### src/mbsp_pkg.sv
// Package for the MIDI byte stream parser: event codes, MIDI status constants,
// the result record and the data length lookup. No dependencies.
`timescale 1ns / 1ps

package mbsp_pkg;

   localparam int SYSEX_LIMIT_DEFAULT = 128;

   localparam logic [7:0] STATUS_REALTIME_MIN = 8'hF8;
   localparam logic [7:0] STATUS_SYSTEM_MIN   = 8'hF0;
   localparam logic [7:0] STATUS_SYSEX_START  = 8'hF0;
   localparam logic [7:0] STATUS_SYSEX_END    = 8'hF7;
   localparam logic [7:0] STATUS_SONG_POS     = 8'hF2;
   localparam logic [7:0] STATUS_MTC_QFRAME   = 8'hF1;
   localparam logic [7:0] STATUS_SONG_SELECT  = 8'hF3;
   localparam logic [7:0] STATUS_TUNE_REQUEST = 8'hF6;
   localparam logic [7:0] STATUS_SYSTEM_RESET = 8'hFF;
   localparam logic [7:0] STATUS_NOTE_OFF     = 8'h80;
   localparam logic [7:0] STATUS_NOTE_ON      = 8'h90;
   localparam logic [3:0] NIBBLE_PROG_CHANGE  = 4'hC;
   localparam logic [3:0] NIBBLE_CHAN_PRESS   = 4'hD;
   localparam logic [7:0] CHANNEL_MASK        = 8'h0F;

   typedef enum logic [1:0] {
      KIND_MESSAGE     = 2'd0,
      KIND_REALTIME    = 2'd1,
      KIND_SYSEX_DATA  = 2'd2,
      KIND_SYSEX_END   = 2'd3
   } kind_type;

   typedef struct packed {
      kind_type    event_kind;
      logic [7:0]  status_code;
      logic [4:0]  channel_number;
      logic [6:0]  first_data;
      logic [6:0]  second_data;
      logic [13:0] combined_value;
      logic [7:0]  sysex_count;
   } result_type;

   // number of data bytes that follow a (normalized) status
   function automatic logic [1:0] data_length(input logic [7:0] st);
      logic [1:0] len;
      len = 2'd0;
      if (st < STATUS_SYSTEM_MIN) begin
         if (st[7:4] == NIBBLE_PROG_CHANGE || st[7:4] == NIBBLE_CHAN_PRESS) begin
            len = 2'd1;
         end else begin
            len = 2'd2;
         end
      end else if (st == STATUS_MTC_QFRAME || st == STATUS_SONG_SELECT) begin
         len = 2'd1;
      end else if (st == STATUS_SONG_POS) begin
         len = 2'd2;
      end
      return len;
   endfunction

endpackage

### src/mbsp_if.sv
// Channel interfaces of the MIDI byte stream parser: byte input, result output
// and configuration write. Depends on nothing.
`timescale 1ns / 1ps

interface mbsp_req_if;
   logic       valid;
   logic       ready;
   logic [7:0] midi_byte;
   modport source (output valid, output midi_byte, input ready);
   modport sink (input valid, input midi_byte, output ready);
endinterface

interface mbsp_rsp_if;
   logic        valid;
   logic        ready;
   logic [1:0]  event_kind;
   logic [7:0]  status_code;
   logic [4:0]  channel_number;
   logic [6:0]  first_data;
   logic [6:0]  second_data;
   logic [13:0] combined_value;
   logic [7:0]  sysex_count;
   modport source (output valid, output event_kind, output status_code,
                   output channel_number, output first_data, output second_data,
                   output combined_value, output sysex_count, input ready);
   modport sink (input valid, input event_kind, input status_code,
                 input channel_number, input first_data, input second_data,
                 input combined_value, input sysex_count, output ready);
endinterface

interface mbsp_csr_if;
   logic valid;
   logic ready;
   logic raw_mode;
   modport source (output valid, output raw_mode, input ready);
   modport sink (input valid, input raw_mode, output ready);
endinterface

### src/mbsp_core.sv
// Parser state (running status, channel, counts, held data) and the per-byte
// decode that forms the result record. Depends on mbsp_pkg.
`timescale 1ns / 1ps

module mbsp_core #(
   parameter int SYSEX_LIMIT = mbsp_pkg::SYSEX_LIMIT_DEFAULT
) (
   input  logic                   clock,
   input  logic                   reset,
   input  logic                   step,
   input  logic [7:0]             midi_byte,
   input  logic                   raw_mode,
   output logic                   emit,
   output mbsp_pkg::result_type   result
);
   import mbsp_pkg::*;

   localparam logic [7:0] LIMIT = 8'(SYSEX_LIMIT);

   logic       status_valid_ff, status_valid_in;
   logic [7:0] status_ff, status_in;
   logic [4:0] channel_ff, channel_in;
   logic [1:0] expected_ff, expected_in;
   logic [7:0] count_ff, count_in;
   logic [6:0] held0_ff, held0_in;
   logic [6:0] held1_ff, held1_in;

   logic [7:0] new_status;
   logic [1:0] new_len;
   logic [7:0] count_inc;
   logic [6:0] d0;
   logic [6:0] d1;
   logic [7:0] msg_status;

   always_comb begin
      new_status = (midi_byte >= STATUS_SYSTEM_MIN) ? midi_byte : {midi_byte[7:4], 4'h0};
      new_len    = data_length(new_status);
      count_inc  = count_ff + 8'd1;
      // held data as it stands after this byte is written
      d0 = (count_ff[0] == 1'b0) ? midi_byte[6:0] : held0_ff;
      d1 = (expected_ff == 2'd2) ? ((count_ff[0] == 1'b1) ? midi_byte[6:0] : held1_ff)
                                 : 7'd0;
      msg_status = status_ff;
      if (!raw_mode && status_ff == STATUS_NOTE_ON && d1 == 7'd0) begin
         msg_status = STATUS_NOTE_OFF;
      end
   end

   always_comb begin
      status_valid_in = status_valid_ff;
      status_in       = status_ff;
      channel_in      = channel_ff;
      expected_in     = expected_ff;
      count_in        = count_ff;
      held0_in        = held0_ff;
      held1_in        = held1_ff;
      emit            = 1'b0;
      result          = '0;

      priority if (midi_byte >= STATUS_REALTIME_MIN) begin
         if (raw_mode) begin
            emit               = 1'b1;
            result.event_kind  = KIND_REALTIME;
            result.status_code = midi_byte;
         end else if (midi_byte == STATUS_SYSTEM_RESET) begin
            status_valid_in = 1'b0;
            status_in       = 8'd0;
            channel_in      = 5'd0;
            expected_in     = 2'd0;
            count_in        = 8'd0;
         end
      end else if (midi_byte == STATUS_SYSEX_END) begin
         if (status_valid_ff && status_ff == STATUS_SYSEX_START && raw_mode) begin
            emit               = 1'b1;
            result.event_kind  = KIND_SYSEX_END;
            result.status_code = STATUS_SYSEX_END;
            result.sysex_count = count_ff;
         end
         status_valid_in = 1'b0;
         count_in        = 8'd0;
      end else if (midi_byte[7]) begin
         count_in    = 8'd0;
         status_in   = new_status;
         channel_in  = (midi_byte < STATUS_SYSTEM_MIN) ?
                       {1'b0, (midi_byte[3:0] & CHANNEL_MASK[3:0])} + 5'd1 : 5'd0;
         expected_in = new_len;
         // zero-length statuses other than sysex start leave no running status
         status_valid_in = !(new_len == 2'd0 && new_status != STATUS_SYSEX_START);
         if (new_status == STATUS_TUNE_REQUEST && raw_mode) begin
            emit               = 1'b1;
            result.event_kind  = KIND_MESSAGE;
            result.status_code = STATUS_TUNE_REQUEST;
         end
      end else if (!status_valid_ff) begin
         // data without status: dropped
      end else if (status_ff == STATUS_SYSEX_START) begin
         if (count_ff < LIMIT) begin
            count_in = count_inc;
            if (raw_mode) begin
               emit               = 1'b1;
               result.event_kind  = KIND_SYSEX_DATA;
               result.status_code = STATUS_SYSEX_START;
               result.first_data  = midi_byte[6:0];
            end
         end
      end else begin
         if (count_ff[0] == 1'b0) begin
            held0_in = midi_byte[6:0];
         end else begin
            held1_in = midi_byte[6:0];
         end
         if (count_inc < {6'd0, expected_ff}) begin
            count_in = count_inc;
         end else begin
            count_in = 8'd0;
            if (raw_mode || status_ff < STATUS_SYSTEM_MIN) begin
               emit                  = 1'b1;
               result.event_kind     = KIND_MESSAGE;
               result.status_code    = msg_status;
               result.channel_number = channel_ff;
               result.first_data     = d0;
               result.second_data    = d1;
               result.combined_value = {d1, d0};
            end
         end
      end
   end

   always_ff @(posedge clock) begin
      if (reset) begin
         status_valid_ff <= 1'b0;
         status_ff       <= 8'd0;
         channel_ff      <= 5'd0;
         expected_ff     <= 2'd0;
         count_ff        <= 8'd0;
         held0_ff        <= 7'd0;
         held1_ff        <= 7'd0;
      end else if (step) begin
         status_valid_ff <= status_valid_in;
         status_ff       <= status_in;
         channel_ff      <= channel_in;
         expected_ff     <= expected_in;
         count_ff        <= count_in;
         held0_ff        <= held0_in;
         held1_ff        <= held1_in;
      end
   end

endmodule

### src/mbsp_out_reg.sv
// Result register of the MIDI byte stream parser: holds one result until the
// sink takes it. Depends on mbsp_pkg.
`timescale 1ns / 1ps

module mbsp_out_reg (
   input  logic                 clock,
   input  logic                 reset,
   input  logic                 load,
   input  logic                 load_valid,
   input  mbsp_pkg::result_type load_data,
   output logic                 can_load,
   mbsp_rsp_if.source           rsp_chan
);
   import mbsp_pkg::*;

   logic       valid_ff, valid_in;
   result_type data_ff;

   assign can_load = !valid_ff || rsp_chan.ready;

   always_comb begin
      valid_in = valid_ff;
      if (load) begin
         valid_in = load_valid;
      end else if (rsp_chan.ready) begin
         valid_in = 1'b0;
      end
   end

   always_ff @(posedge clock) begin
      if (reset) begin
         valid_ff <= 1'b0;
      end else begin
         valid_ff <= valid_in;
      end
   end

   always_ff @(posedge clock) begin
      if (load) begin
         data_ff <= load_data;
      end
   end

   assign rsp_chan.valid          = valid_ff;
   assign rsp_chan.event_kind     = data_ff.event_kind;
   assign rsp_chan.status_code    = data_ff.status_code;
   assign rsp_chan.channel_number = data_ff.channel_number;
   assign rsp_chan.first_data     = data_ff.first_data;
   assign rsp_chan.second_data    = data_ff.second_data;
   assign rsp_chan.combined_value = data_ff.combined_value;
   assign rsp_chan.sysex_count    = data_ff.sysex_count;

endmodule

### src/midi_byte_stream_parser_unit.sv
// Top level of the MIDI byte stream parser: input byte register, raw_mode
// register, parser core and result register. Depends on mbsp_pkg, mbsp_if,
// mbsp_core and mbsp_out_reg.
//
//   channel   | direction | payload
//   ----------+-----------+-----------------------------------------------
//   req_chan  | in        | midi_byte
//   rsp_chan  | out       | event_kind, status_code, channel_number,
//             |           | first_data, second_data, combined_value,
//             |           | sysex_count
//   csr_chan  | in        | raw_mode (always ready)
//
// One byte per cycle sustained while the sink takes results; a byte held
// in the input register goes into the result register as it advances, and its
// result is offered there. Bytes that give no result leave that register empty.
// Synchronous reset clears the parser state, raw_mode and both valid flags.
// A stalled result blocks the decode step; the input register still takes a
// transaction while it is empty or advancing.
`timescale 1ns / 1ps

module midi_byte_stream_parser_unit #(
   parameter int SYSEX_LIMIT = mbsp_pkg::SYSEX_LIMIT_DEFAULT
) (
   input  logic       clock,
   input  logic       reset,
   mbsp_csr_if.sink   csr_chan,
   mbsp_req_if.sink   req_chan,
   mbsp_rsp_if.source rsp_chan
);
   import mbsp_pkg::*;

   logic       raw_mode_ff;
   logic       in_valid_ff, in_valid_in;
   logic [7:0] in_byte_ff;
   logic       advance;
   logic       can_load;
   logic       emit;
   result_type result;

   assign csr_chan.ready = 1'b1;
   assign advance        = in_valid_ff && can_load;
   assign req_chan.ready = !in_valid_ff || advance;

   always_comb begin
      in_valid_in = in_valid_ff;
      if (req_chan.ready) begin
         in_valid_in = req_chan.valid;
      end
   end

   always_ff @(posedge clock) begin
      if (reset) begin
         raw_mode_ff <= 1'b0;
         in_valid_ff <= 1'b0;
      end else begin
         in_valid_ff <= in_valid_in;
         if (csr_chan.valid) begin
            raw_mode_ff <= csr_chan.raw_mode;
         end
      end
   end

   always_ff @(posedge clock) begin
      if (req_chan.valid && req_chan.ready) begin
         in_byte_ff <= req_chan.midi_byte;
      end
   end

   mbsp_core #(
      .SYSEX_LIMIT (SYSEX_LIMIT)
   ) u_core (
      .clock     (clock),
      .reset     (reset),
      .step      (advance),
      .midi_byte (in_byte_ff),
      .raw_mode  (raw_mode_ff),
      .emit      (emit),
      .result    (result)
   );

   mbsp_out_reg u_out (
      .clock      (clock),
      .reset      (reset),
      .load       (advance),
      .load_valid (emit),
      .load_data  (result),
      .can_load   (can_load),
      .rsp_chan   (rsp_chan)
   );

endmodule

### src/flat_wrapper.sv
// flat-port wrapper written by rule: the top's interface ports become plain ports
module midi_byte_stream_parser_unit_flat import mbsp_pkg::*;
#(
   parameter int SYSEX_LIMIT = mbsp_pkg::SYSEX_LIMIT_DEFAULT
)
  (clock, reset, csr_chan_valid, csr_chan_raw_mode, csr_chan_ready, req_chan_valid, req_chan_midi_byte, req_chan_ready, rsp_chan_valid, rsp_chan_event_kind, rsp_chan_status_code, rsp_chan_channel_number, rsp_chan_first_data, rsp_chan_second_data, rsp_chan_combined_value, rsp_chan_sysex_count, rsp_chan_ready);
  mbsp_csr_if csr_chan_i ();
  mbsp_req_if req_chan_i ();
  mbsp_rsp_if rsp_chan_i ();
  input  logic clock;
  input  logic reset;
  input wire logic [$bits(csr_chan_i.valid)-1:0] csr_chan_valid;
  input wire logic [$bits(csr_chan_i.raw_mode)-1:0] csr_chan_raw_mode;
  output wire logic [$bits(csr_chan_i.ready)-1:0] csr_chan_ready;
  input wire logic [$bits(req_chan_i.valid)-1:0] req_chan_valid;
  input wire logic [$bits(req_chan_i.midi_byte)-1:0] req_chan_midi_byte;
  output wire logic [$bits(req_chan_i.ready)-1:0] req_chan_ready;
  output wire logic [$bits(rsp_chan_i.valid)-1:0] rsp_chan_valid;
  output wire logic [$bits(rsp_chan_i.event_kind)-1:0] rsp_chan_event_kind;
  output wire logic [$bits(rsp_chan_i.status_code)-1:0] rsp_chan_status_code;
  output wire logic [$bits(rsp_chan_i.channel_number)-1:0] rsp_chan_channel_number;
  output wire logic [$bits(rsp_chan_i.first_data)-1:0] rsp_chan_first_data;
  output wire logic [$bits(rsp_chan_i.second_data)-1:0] rsp_chan_second_data;
  output wire logic [$bits(rsp_chan_i.combined_value)-1:0] rsp_chan_combined_value;
  output wire logic [$bits(rsp_chan_i.sysex_count)-1:0] rsp_chan_sysex_count;
  input wire logic [$bits(rsp_chan_i.ready)-1:0] rsp_chan_ready;
  assign csr_chan_i.valid = csr_chan_valid;
  assign csr_chan_i.raw_mode = csr_chan_raw_mode;
  assign csr_chan_ready = csr_chan_i.ready;
  assign req_chan_i.valid = req_chan_valid;
  assign req_chan_i.midi_byte = req_chan_midi_byte;
  assign req_chan_ready = req_chan_i.ready;
  assign rsp_chan_valid = rsp_chan_i.valid;
  assign rsp_chan_event_kind = rsp_chan_i.event_kind;
  assign rsp_chan_status_code = rsp_chan_i.status_code;
  assign rsp_chan_channel_number = rsp_chan_i.channel_number;
  assign rsp_chan_first_data = rsp_chan_i.first_data;
  assign rsp_chan_second_data = rsp_chan_i.second_data;
  assign rsp_chan_combined_value = rsp_chan_i.combined_value;
  assign rsp_chan_sysex_count = rsp_chan_i.sysex_count;
  assign rsp_chan_i.ready = rsp_chan_ready;
  midi_byte_stream_parser_unit #(.SYSEX_LIMIT(SYSEX_LIMIT)) u_core (.clock(clock), .reset(reset), .csr_chan(csr_chan_i), .req_chan(req_chan_i), .rsp_chan(rsp_chan_i));
endmodule
### config.mk
export PLATFORM = sky130hd
export DESIGN_NAME = midi_byte_stream_parser_unit_flat
export DESIGN_NICKNAME = d
export VERILOG_FILES = /design/src/mbsp_pkg.sv /design/src/mbsp_if.sv /design/src/mbsp_core.sv /design/src/mbsp_out_reg.sv /design/src/midi_byte_stream_parser_unit.sv /design/src/flat_wrapper.sv
export SDC_FILE = /design/constraint.sdc
export NUM_CORES = 1
export LEC_CHECK = 0
export ABC_AREA = 1
export BUFFER_PORTS_ARGS = -buffer_cell sky130_fd_sc_hd__buf_4
export CAP_MARGIN = 10
export CORE_ASPECT_RATIO = 1.1
export CORE_MARGIN = 2
export CORE_UTILIZATION = 61
export DETAILED_ROUTE_END_ITERATION = 10
export GPL_ROUTABILITY_DRIVEN = 0
export PLACE_DENSITY = 0.86
export SYNTH_ARGS = -nofsm -noshare
export SYNTH_HDL_FRONTEND = slang
export SYNTH_SLANG_ARGS = --single-unit
export TNS_END_PERCENT = 100
### constraint.sdc
create_clock -name clock -period 10.19 [get_ports clock]
set_clock_uncertainty 0.15 [all_clocks]
set_input_delay 2.038 -clock clock [delete_from_list [all_inputs] [get_ports clock]]
set_output_delay 2.038 -clock clock [all_outputs]
set_load 0.005 [all_outputs]
After elaboration in Yosys (flattened, before gate mapping)
Index checks and enable logic that the tools add are counted.
{"block": "totals", "reg_bits": 100, "inputBits": 14, "elab_cells": 147, "out_inout_bits": 54}
{"block": "op_classes", "bitwise_logic": 7, "mux": 67, "n_reduce_logical": 30, "order_cmp": 7, "addsub": 2, "eq_ne": 16}
{"op": "$mux W8", "count": 14}
{"op": "$mux W43", "count": 2}
{"op": "$mux W10", "count": 7}
{"op": "$eq A8 B8 Y1 const B", "count": 8}
{"op": "$mux W7", "count": 6}
{"op": "$mux W41", "count": 1}
{"op": "$mux W5", "count": 7}
{"op": "$lt A8 B8 Y1 const B", "count": 4}
{"op": "$mux W21", "count": 1}
{"op": "$mux W1", "count": 18}
{"op": "$mux W2", "count": 9}
{"op": "$ge A8 B8 Y1 const B", "count": 2}
{"op": "$reduce_and A5 Y1", "count": 2}
{"op": "$mux W9", "count": 1}
{"op": "$add A8 B1 Y8 const B", "count": 1}
{"op": "$eq A4 B4 Y1 const B", "count": 2}
{"op": "$logic_and A1 B1 Y1", "count": 8}
{"op": "$lt A8 B2 Y1", "count": 1}
{"op": "$ne A8 B8 Y1 const B", "count": 1}
{"op": "$logic_not A7 Y1", "count": 1}
{"op": "$not A1 Y1", "count": 7}
{"op": "$reduce_or A7 Y1", "count": 1}
{"op": "$reduce_and A6 Y1", "count": 1}
{"op": "$add A4 B1 Y5 const B", "count": 1}
{"op": "other kinds (14)", "count": 23}

Longest topological paths before layout
Gate-level depths: netlist (run 1).
{"block": "logic_depth", "depth_word": 12, "ltp_mapped": 14, "ltp_nobuf": 14}

By module
Synthesis (run 1) repeated with hierarchy kept, for this count alone.
{"block": "unflattened", "hier_cells": 503, "area_unflattened_um2": 4619.4}
{"mod": "mbsp_core", "area_each_um2": 2693.8, "instances": 1, "seq_area_each_um2": 760.7, "cells_each": 420}
{"mod": "mbsp_out_reg", "area_each_um2": 1582.8, "instances": 1, "seq_area_each_um2": 1551.5, "cells_each": 60}
{"mod": "midi_byte_stream_parser_unit", "area_each_um2": 342.8, "instances": 1, "seq_area_each_um2": 280.3, "cells_each": 23}

Worst setup path before layout (run 1)
Ideal clock, no wire load.
{"block": "synth_path", "path_kind": "input to register", "startpoint": "input rsp_chan_ready", "endpoint": "register u_core.u_core.expected_ff[1]", "path_stages": 10, "setup_ns": 0.135, "slack_ns": 5.571, "n_path_buf": 1, "arrival_time_ns": 4.335, "t_required_ns": 9.905, "path_cell_list": "inv_1 -> a21boi_2 -> nand2_2 -> inv_2 -> nand2_4 -> nor2_8 -> inv_6 -> buf_8 -> nand2_1 -> a21oi_2"}
{"block": "synth_between", "elab_chain_cells": 3}
{"item": "start, declared", "line_no": "flat_wrapper.sv:26", "rtl": "input wire logic [$bits(rsp_chan_i.ready)-1:0] rsp_chan_ready;"}
{"item": "$logic_or A1 B1 Y1", "line_no": "mbsp_out_reg.sv:19", "rtl": "assign can_load = !valid_ff || rsp_chan.ready;"}
{"item": "$logic_and A1 B1 Y1", "line_no": "midi_byte_stream_parser_unit.sv:41", "rtl": "assign advance = in_valid_ff && can_load;"}
{"item": "named net u_core.advance", "line_no": "midi_byte_stream_parser_unit.sv:35", "rtl": "logic advance;"}
{"item": "$reduce_and A5 Y1 (no line)"}
{"item": "end signal, assigned", "line_no": "mbsp_core.sv:142", "rtl": "expected_ff <= expected_in;"}
{"item": "end, declared", "line_no": "mbsp_core.sv:23", "rtl": "logic [1:0] expected_ff, expected_in;"}
The timed path passes the listed nets, and every way through them passes these cells.
A chain may end at the register's enable or synchronous reset.

Final worst setup path (run 1)
{"block": "layout_path", "startpoint": "input rsp_chan_ready", "endpoint": "output req_chan_ready"}
{"block": "layout_between", "elab_chain_cells": 3}
{"item": "$logic_or A1 B1 Y1", "line_no": "mbsp_out_reg.sv:19"}
{"item": "$logic_and A1 B1 Y1", "line_no": "midi_byte_stream_parser_unit.sv:41"}
{"item": "$logic_or A1 B1 Y1", "line_no": "midi_byte_stream_parser_unit.sv:42", "rtl": "assign req_chan.ready = !in_valid_ff || advance;"}
{"item": "end, declared", "line_no": "flat_wrapper.sv:17", "rtl": "output wire logic [$bits(req_chan_i.ready)-1:0] req_chan_ready;"}
Every way passes these cells.

==> flow_summary_export.csv, run 1 <==
group,metric,value,unit
timing,setup_viol,0,
synth,synth.avg_cell_area,9.104,sq um
clock_network,clock-sinks,93,
global_route,grt_max_degree,54,
setup_path,worstPathRequired,8.00,ns
timing,worst_slew_pin_slew,0.9507,ns
clock_network,h-tree-depth,3,
setup_path,reg2reg_setup_slack,6.97,ns
clock_network,cts_hold_buf,0,
setup_path,start_kind,"input pin",
floorplan,die-area,7826,sq um
setup_path,cpLargestDelayFamily,"buffers and inverters",
timing,grt_setup_unrepaired,"no",
global_route,busiest_layer,"met2",
synth,synth-compound-area-share,0.1248,
global_route,grt_pass1_vias,3424,
run,max-cap-violations,0,
synth,synth.distinct_cells,42,
clock_network,cts_resized,0,
layout,syn_to_final_growth,15.09,%
floorplan,initial_core_util,0.6246,
timing,max_slew_margin,0.3645,
synth,ys_async_sr_fraction,0,
placed_design,place_ws,5.454,ns
route,vias_per_cell,5.690,
synth,synth_top_family_by_area,"simple AND/OR/NAND/NOR gates",
clock_network,ctsRootBufferMaster,"clkbuf_8",
clock_network,insertion_delay,0.37,ns
floorplan,core-area,6967,sq um
synth,synth_nets,496,
route,vias,3539,
worst_hold_path,hold_end,"u_core.u_core.held0_ff[5]",
synth,synth-seq-area-share,0.5474,
setup_path,crit_top_cell,"buf_4",
floorplan,num_rows,32,
power,powerDensity,141.9,nW/um^2
clock_network,clockBufferDepth,2,
power,ir_drop,112.4,uV
clock_network,numCtsBuffers,9,
timing,fin_ws,5.455,ns
route,wire_per_inst,15.35,microns
synth,synth_adder_area_share,0.01150,
timing,max_freq,0.2112,GHz
synth,yosysTopAreaCell,"edfxtp_1",
synth,yosysTopAreaCellShare,0.3588,
timing,hold_viol,0,
timing,fin_crit,4.735,ns
global_route,grt_overflow,0,
setup_path,worst_path_max_delay_cell,"buf_4",
synth,synth_seq_cells,93,
clock_network,cts_tree,"yes",
worst_hold_path,hp-start,"u_core.u_core.held0_ff[5]",
power,p_total,710.7,uW
timing,finalCritPeriodShare,0.4647,
setup_path,r2r.worst_path.cells,10,
synth,synth.area.mux_share,0,
floorplan,die_w,84.53,microns
global_route,met1_usage,0.2935,
global_route,grt_pass1_wl,15650,microns
synth,syn_inst,478,
floorplan,die_h,92.59,microns
synth,syn_area,4352,sq um
setup_path,reg2reg_to,"u_core.u_out.rsp_chan.first_data[0]",
layout,drive_above_1_share,0.2495,
synth,synthFlopType,"edfxtp_1",
floorplan,num_io_pins,68,
worst_hold_path,min_path_cells,2,
setup_path,crit_path_end_kind,"output port",
layout,most-common-layout-cells,"nand2_1 (84), buf_4 (68), edfxtp_1 (52)",
timing,slew_violations,0,
global_route,antenna_found_initial,0,
synth,synthTopCellsByArea,"edfxtp_1 (36%), dfxtp_1 (19%), nand2_1 (7.2%)",
global_route,gr-usage-met3,0.04278,
route,drc,0,
layout,n_antenna_cell,0,
setup_path,cp_max_fo,3,
power,p_leak,0.001939,uW
worst_hold_path,hp-class,"flop to flop",
synth,yosys_warnings,0,
global_route,use_met2,0.4436,
setup_path,cp.arrival,2.55,ns
route,wl,9550,microns
layout,nets,550,
setup_path,reg2reg_from,"u_core.u_core.count_ff[0]",
clock_network,postCtsSetupBuffers,0,
synth,synth_xor_area_frac,0.004025,
setup_path,crit_chain,"buf_4 -> inv_1 -> nand3_1 -> buf_4",
layout,fillCellCount,507,
synth,yosys.area_share.simple,0.2283,
setup_path,cp_slowest_stage_delay,0.16,ns
setup_path,crit_buf_inv,3,
clock_network,clkTransAtPathRegs,0.09,ns
route,drtIter0Drc,347,
setup_path,worstSetupPathType,"input pin to output port",
placed_design,hpwlAfterDp,6696,microns
status,status,"completed",
timing,tns,0,ns
global_route,grt_usage,0.2546,
layout,final_common_cell,"nand2_1",
route,drtPass1Iterations,5,
route,ant_nets,0,
placed_design,io_buffers,66,
synth,synth_edf_count,52,
-- worst min-delay path, stage by stage (launching register included) --
cell and delay, ns:
dfxtp_1 0.31, inv_1 0.06, a21oi_1 0.06
-- cell usage after synthesis (7+ instances only) --
library cell,number
nand2_1,84
nor2_2,8
clkbuf_1,9
o21ai_0,28
nand2_2,7
nor2_1,45
a21oi_1,41
buf_4,8
nor3_1,11
inv_1,46
edfxtp_1,52
a21oi_2,8
nand3_1,27
dfxtp_1,41
inv_2,8
-- layout make-up --
class                   count  area [sq um]  share of cell area
flip-flops and latches     93          2382              0.4756
multi-input cells         305          1615              0.3225
repair buffers             68         510.5              0.1019
inverters                  55         211.5             0.04222
clock buffers              10         127.6             0.02548
well taps                  85         106.4             0.02123
clock inverters             6         55.05             0.01099
-- logic make-up (layout without fill, tap and decap cells) --
group	after synthesis	in the layout
adder cells (fa/ha/maj)	4	4
XOR/XNOR	2	2
buffers and inverters	80	139
other	1	1
AND/OR/NAND/NOR	205	205
AO/OA/AOI/OAI	93	93
flip-flops	93	93
-- how the worst max path moves through the flow --
stage | start | end | cells after the start
global route | rsp_chan_ready | req_chan_ready | 4
floorplan | rsp_chan_ready | u_core.u_core.expected_ff[1] | 10
detailed placement | rsp_chan_ready | req_chan_ready | 4
CTS | rsp_chan_ready | req_chan_ready | 4
global placement | rsp_chan_ready | req_chan_ready | 4
finish | rsp_chan_ready | req_chan_ready | 4
-- metrics by stage --
step / cell area, sq um / cells / hold slack (ns) / util
finish: 5009 / 622 / 0.3066 / 0.7189
global route: 5009 / 622 / 0.3178 / 0.7189
CTS: 5009 / 622 / 0.3033 / 0.7189
detailed placement: 4826 / 606 / 0.2907 / 0.6927
global placement: 4826 / 606 / 0.2835 / 0.6927
floorplan: 4352 / 478 / 0.2744 / -
-- sequential cells by signal, summed over array words and instances (netlist names), 2 cells and up --
signal                                cells
u_core.in_byte_ff                         8
u_core.u_core.channel_ff                  5
u_core.u_core.count_ff                    8
u_core.u_core.expected_ff                 2
u_core.u_core.held0_ff                    7
u_core.u_core.held1_ff                    7
u_core.u_core.status_ff                   8
u_core.u_out.rsp_chan.channel_number      5
u_core.u_out.rsp_chan.combined_value      7
u_core.u_out.rsp_chan.event_kind          2
u_core.u_out.rsp_chan.first_data          7
u_core.u_out.rsp_chan.second_data         7
u_core.u_out.rsp_chan.status_code         8
u_core.u_out.rsp_chan.sysex_count         8
-- per-layer routing --
layer  routed length (microns)  vias up
met4                       320        0
met3                       623       34
met1                      3701     1649
met5                         0        -
li1                          -     1690
met2                      4905      166
-- report_power, final --
part | internal, uW | switching [uW]
Combinational | 22.4 | 37.9
Clock | 111 | 124
Sequential | 407 | 8.91
Total | 540 | 170
Note: power is estimated with default switching activity, not from simulation.
==> run 2: changes to the inputs <==
CORE_UTILIZATION = 56   (was 61)
PLACE_DENSITY = 0.8   (was 0.86)
clock period = 4.73 ns   (was 10.19 ns; I/O delays follow)
==> run 2 against run 1 <==
Clock power rose by 140%. Wire length fell by 3.3%. Cell count up 3.1%. Sequential share of layout area shrank 0.47 points. First-iteration DRC count decreased by 18%. Largest power group unchanged.
==> flow_summary_export.csv, run 2 (synthesized netlist as in run 1, its figures left out) <==
group,metric,value,unit
status,status,"completed",
power,clockPowerShare,0.357,
route,drtIter0Drc,285,
timing,finalCritPeriodShare,0.7624,
floorplan,die-area,8493,sq um
clock_network,cts_resized,0,
clock_network,insertion_delay,0.36,ns
setup_path,crit_path_end_kind,"flop",
timing,worst_slew_pin_slew,1.001,ns
run,max-cap-violations,0,
setup_path,reg2reg_setup_slack,1.12,ns
layout,drive_above_1_share,0.2519,
global_route,antenna_found_initial,0,
floorplan,core-area,7515,sq um
power,comb_power_share,0.079,
timing,setup_viol,0,
route,drtPass1Iterations,5,
timing,max_slew_margin,0.3319,
clock_network,clock-sinks,93,
setup_path,cp.arrival,3.58,ns
timing,tns,0,ns
floorplan,num_rows,33,
setup_path,cp_max_fo,33,
clock_network,clkTransAtPathRegs,0.09,ns
setup_path,r2r.worst_path.cells,9,
route,vias_per_cell,5.421,
power,power.net_switching,372.6,uW
timing,fin_crit,3.606,ns
timing,grt_setup_unrepaired,"no",
clock_network,ctsRootBufferMaster,"clkbuf_8",
layout,final_common_cell,"nand2_1",
clock_network,cts_tree,"yes",
setup_path,critical_path.endpoint,"u_core.u_out.rsp_chan.first_data[1]",
power,p_leak,0.001941,uW
placed_design,hpwlAfterDp,6657,microns
timing,hold_ws,0.3040,ns
clock_network,h-tree-depth,3,
timing,max_freq,0.2773,GHz
power,swShare,0.2338,
route,vias,3475,
setup_path,worstPathRequired,4.70,ns
route,wire_per_inst,14.41,microns
layout,syn_to_final_growth,16.24,%
power,p_int,1221,uW
layout,fillCellCount,616,
floorplan,die_w,88.05,microns
placed_design,io_buffers,66,
floorplan,num_io_pins,68,
power,seq_power_share,0.564,
route,ant_nets,0,
power,ir_drop,199.0,uV
global_route,grt_pass1_wl,15020,microns
timing,hold_viol,0,
timing,slew_violations,0,
setup_path,worstSetupPathType,"flop to flop",
global_route,grt_pass1_vias,3239,
worst_hold_path,hp-class,"flop to flop",
route,drc,0,
setup_path,start_kind,"flop",
route,wl,9235,microns
floorplan,initial_core_util,0.5791,
global_route,grt_overflow,0,
floorplan,die_h,96.46,microns
setup_path,reg2reg_from,"u_core.u_core.count_ff[0]",
setup_path,crit_start,"u_core.u_core.count_ff[0]",
layout,nets,549,
clock_network,numCtsBuffers,9,
worst_hold_path,hp-start,"u_core.u_core.held0_ff[4]",
setup_path,reg2reg_to,"u_core.u_out.rsp_chan.first_data[1]",
global_route,grt_max_degree,34,
power,powerDensity,315.0,nW/um^2
layout,n_antenna_cell,0,
clock_network,postCtsSetupBuffers,0,
clock_network,clockBufferDepth,2,
layout,most-common-layout-cells,"nand2_1 (84), buf_4 (67), edfxtp_1 (52)",
clock_network,cts_hold_buf,0,
global_route,grt_usage,0.2288,
-- run 2: changes by cell type in the layout (fill, tap and decap cells not counted), sizes merged --
cell / change
bufinv: +1
buf: -1
clkinv: -3
clkinvlp: +2
-- run 2: through the flow --
stage	setup WS (ns)	util	instance area, sq um	instances	power (uW)
after detailed placement	1.229	0.6445	4843	625	1041
after global routing	0.9574	0.6732	5059	641	1647
after global placement	1.416	0.6445	4843	625	1036
final	1.124	0.6732	5059	641	1594
after floorplan	1.203	-	4352	478	991.4
after CTS	1.220	0.6732	5059	641	1594
-- run 2: cell type report --
cell class              count  area [sq um]  area share
flip-flops and latches     93          2382      0.4709
inverters                  55         211.5     0.04180
clock buffers              10         127.6     0.02523
repair buffers             67         503.0     0.09943
multi-input cells         305          1615      0.3193
clock inverters             6         87.58     0.01731
well taps                 105         131.4     0.02597
-- run 2: metal layers --
metal	part of all wire	track usage	vias up
li1	-	-	1698
met1	0.41	0.2859	1634
met3	0.055	0.03483	17
met2	0.51	0.3952	126
met5	0	0	-
met4	0.020	0.09848	0
-- run 2: worst min-delay path by stage --
stage / slack, ns / to / depth (start not counted)
6_report: 0.30 / u_core.u_core.held0_ff[4] / 2
5_1_grt: 0.33 / u_core.u_core.held0_ff[4] / 2
3_3_place_gp: 0.28 / u_core.u_core.held0_ff[6] / 2
2_1_floorplan: 0.27 / u_core.u_core.held1_ff[3] / 2
4_1_cts: 0.30 / u_core.u_core.held0_ff[5] / 2
3_5_place_dp: 0.29 / u_core.u_core.held0_ff[5] / 2
-- run 2: power groups by stage --
stage | Combinational [uW] | Clock (uW) | Sequential [uW]
finish | 126 | 569 | 899
global route | 139 | 607 | 902
CTS | 126 | 570 | 898
detailed placement | 124 | 0 | 917
global placement | 121 | 0 | 915
floorplan | 81.8 | 0 | 910
-- run 2: critical path, stage by stage, from the launching register on --
cell and delay, ns:
dfxtp_1 0.99, ha_1 0.40, ha_1 0.29, a21oi_1 0.15, nand2_1 0.07, nor2_1 0.10, nand3_1 0.12, nand3_1 0.68
nor2_1 0.14, a31o_2 0.25
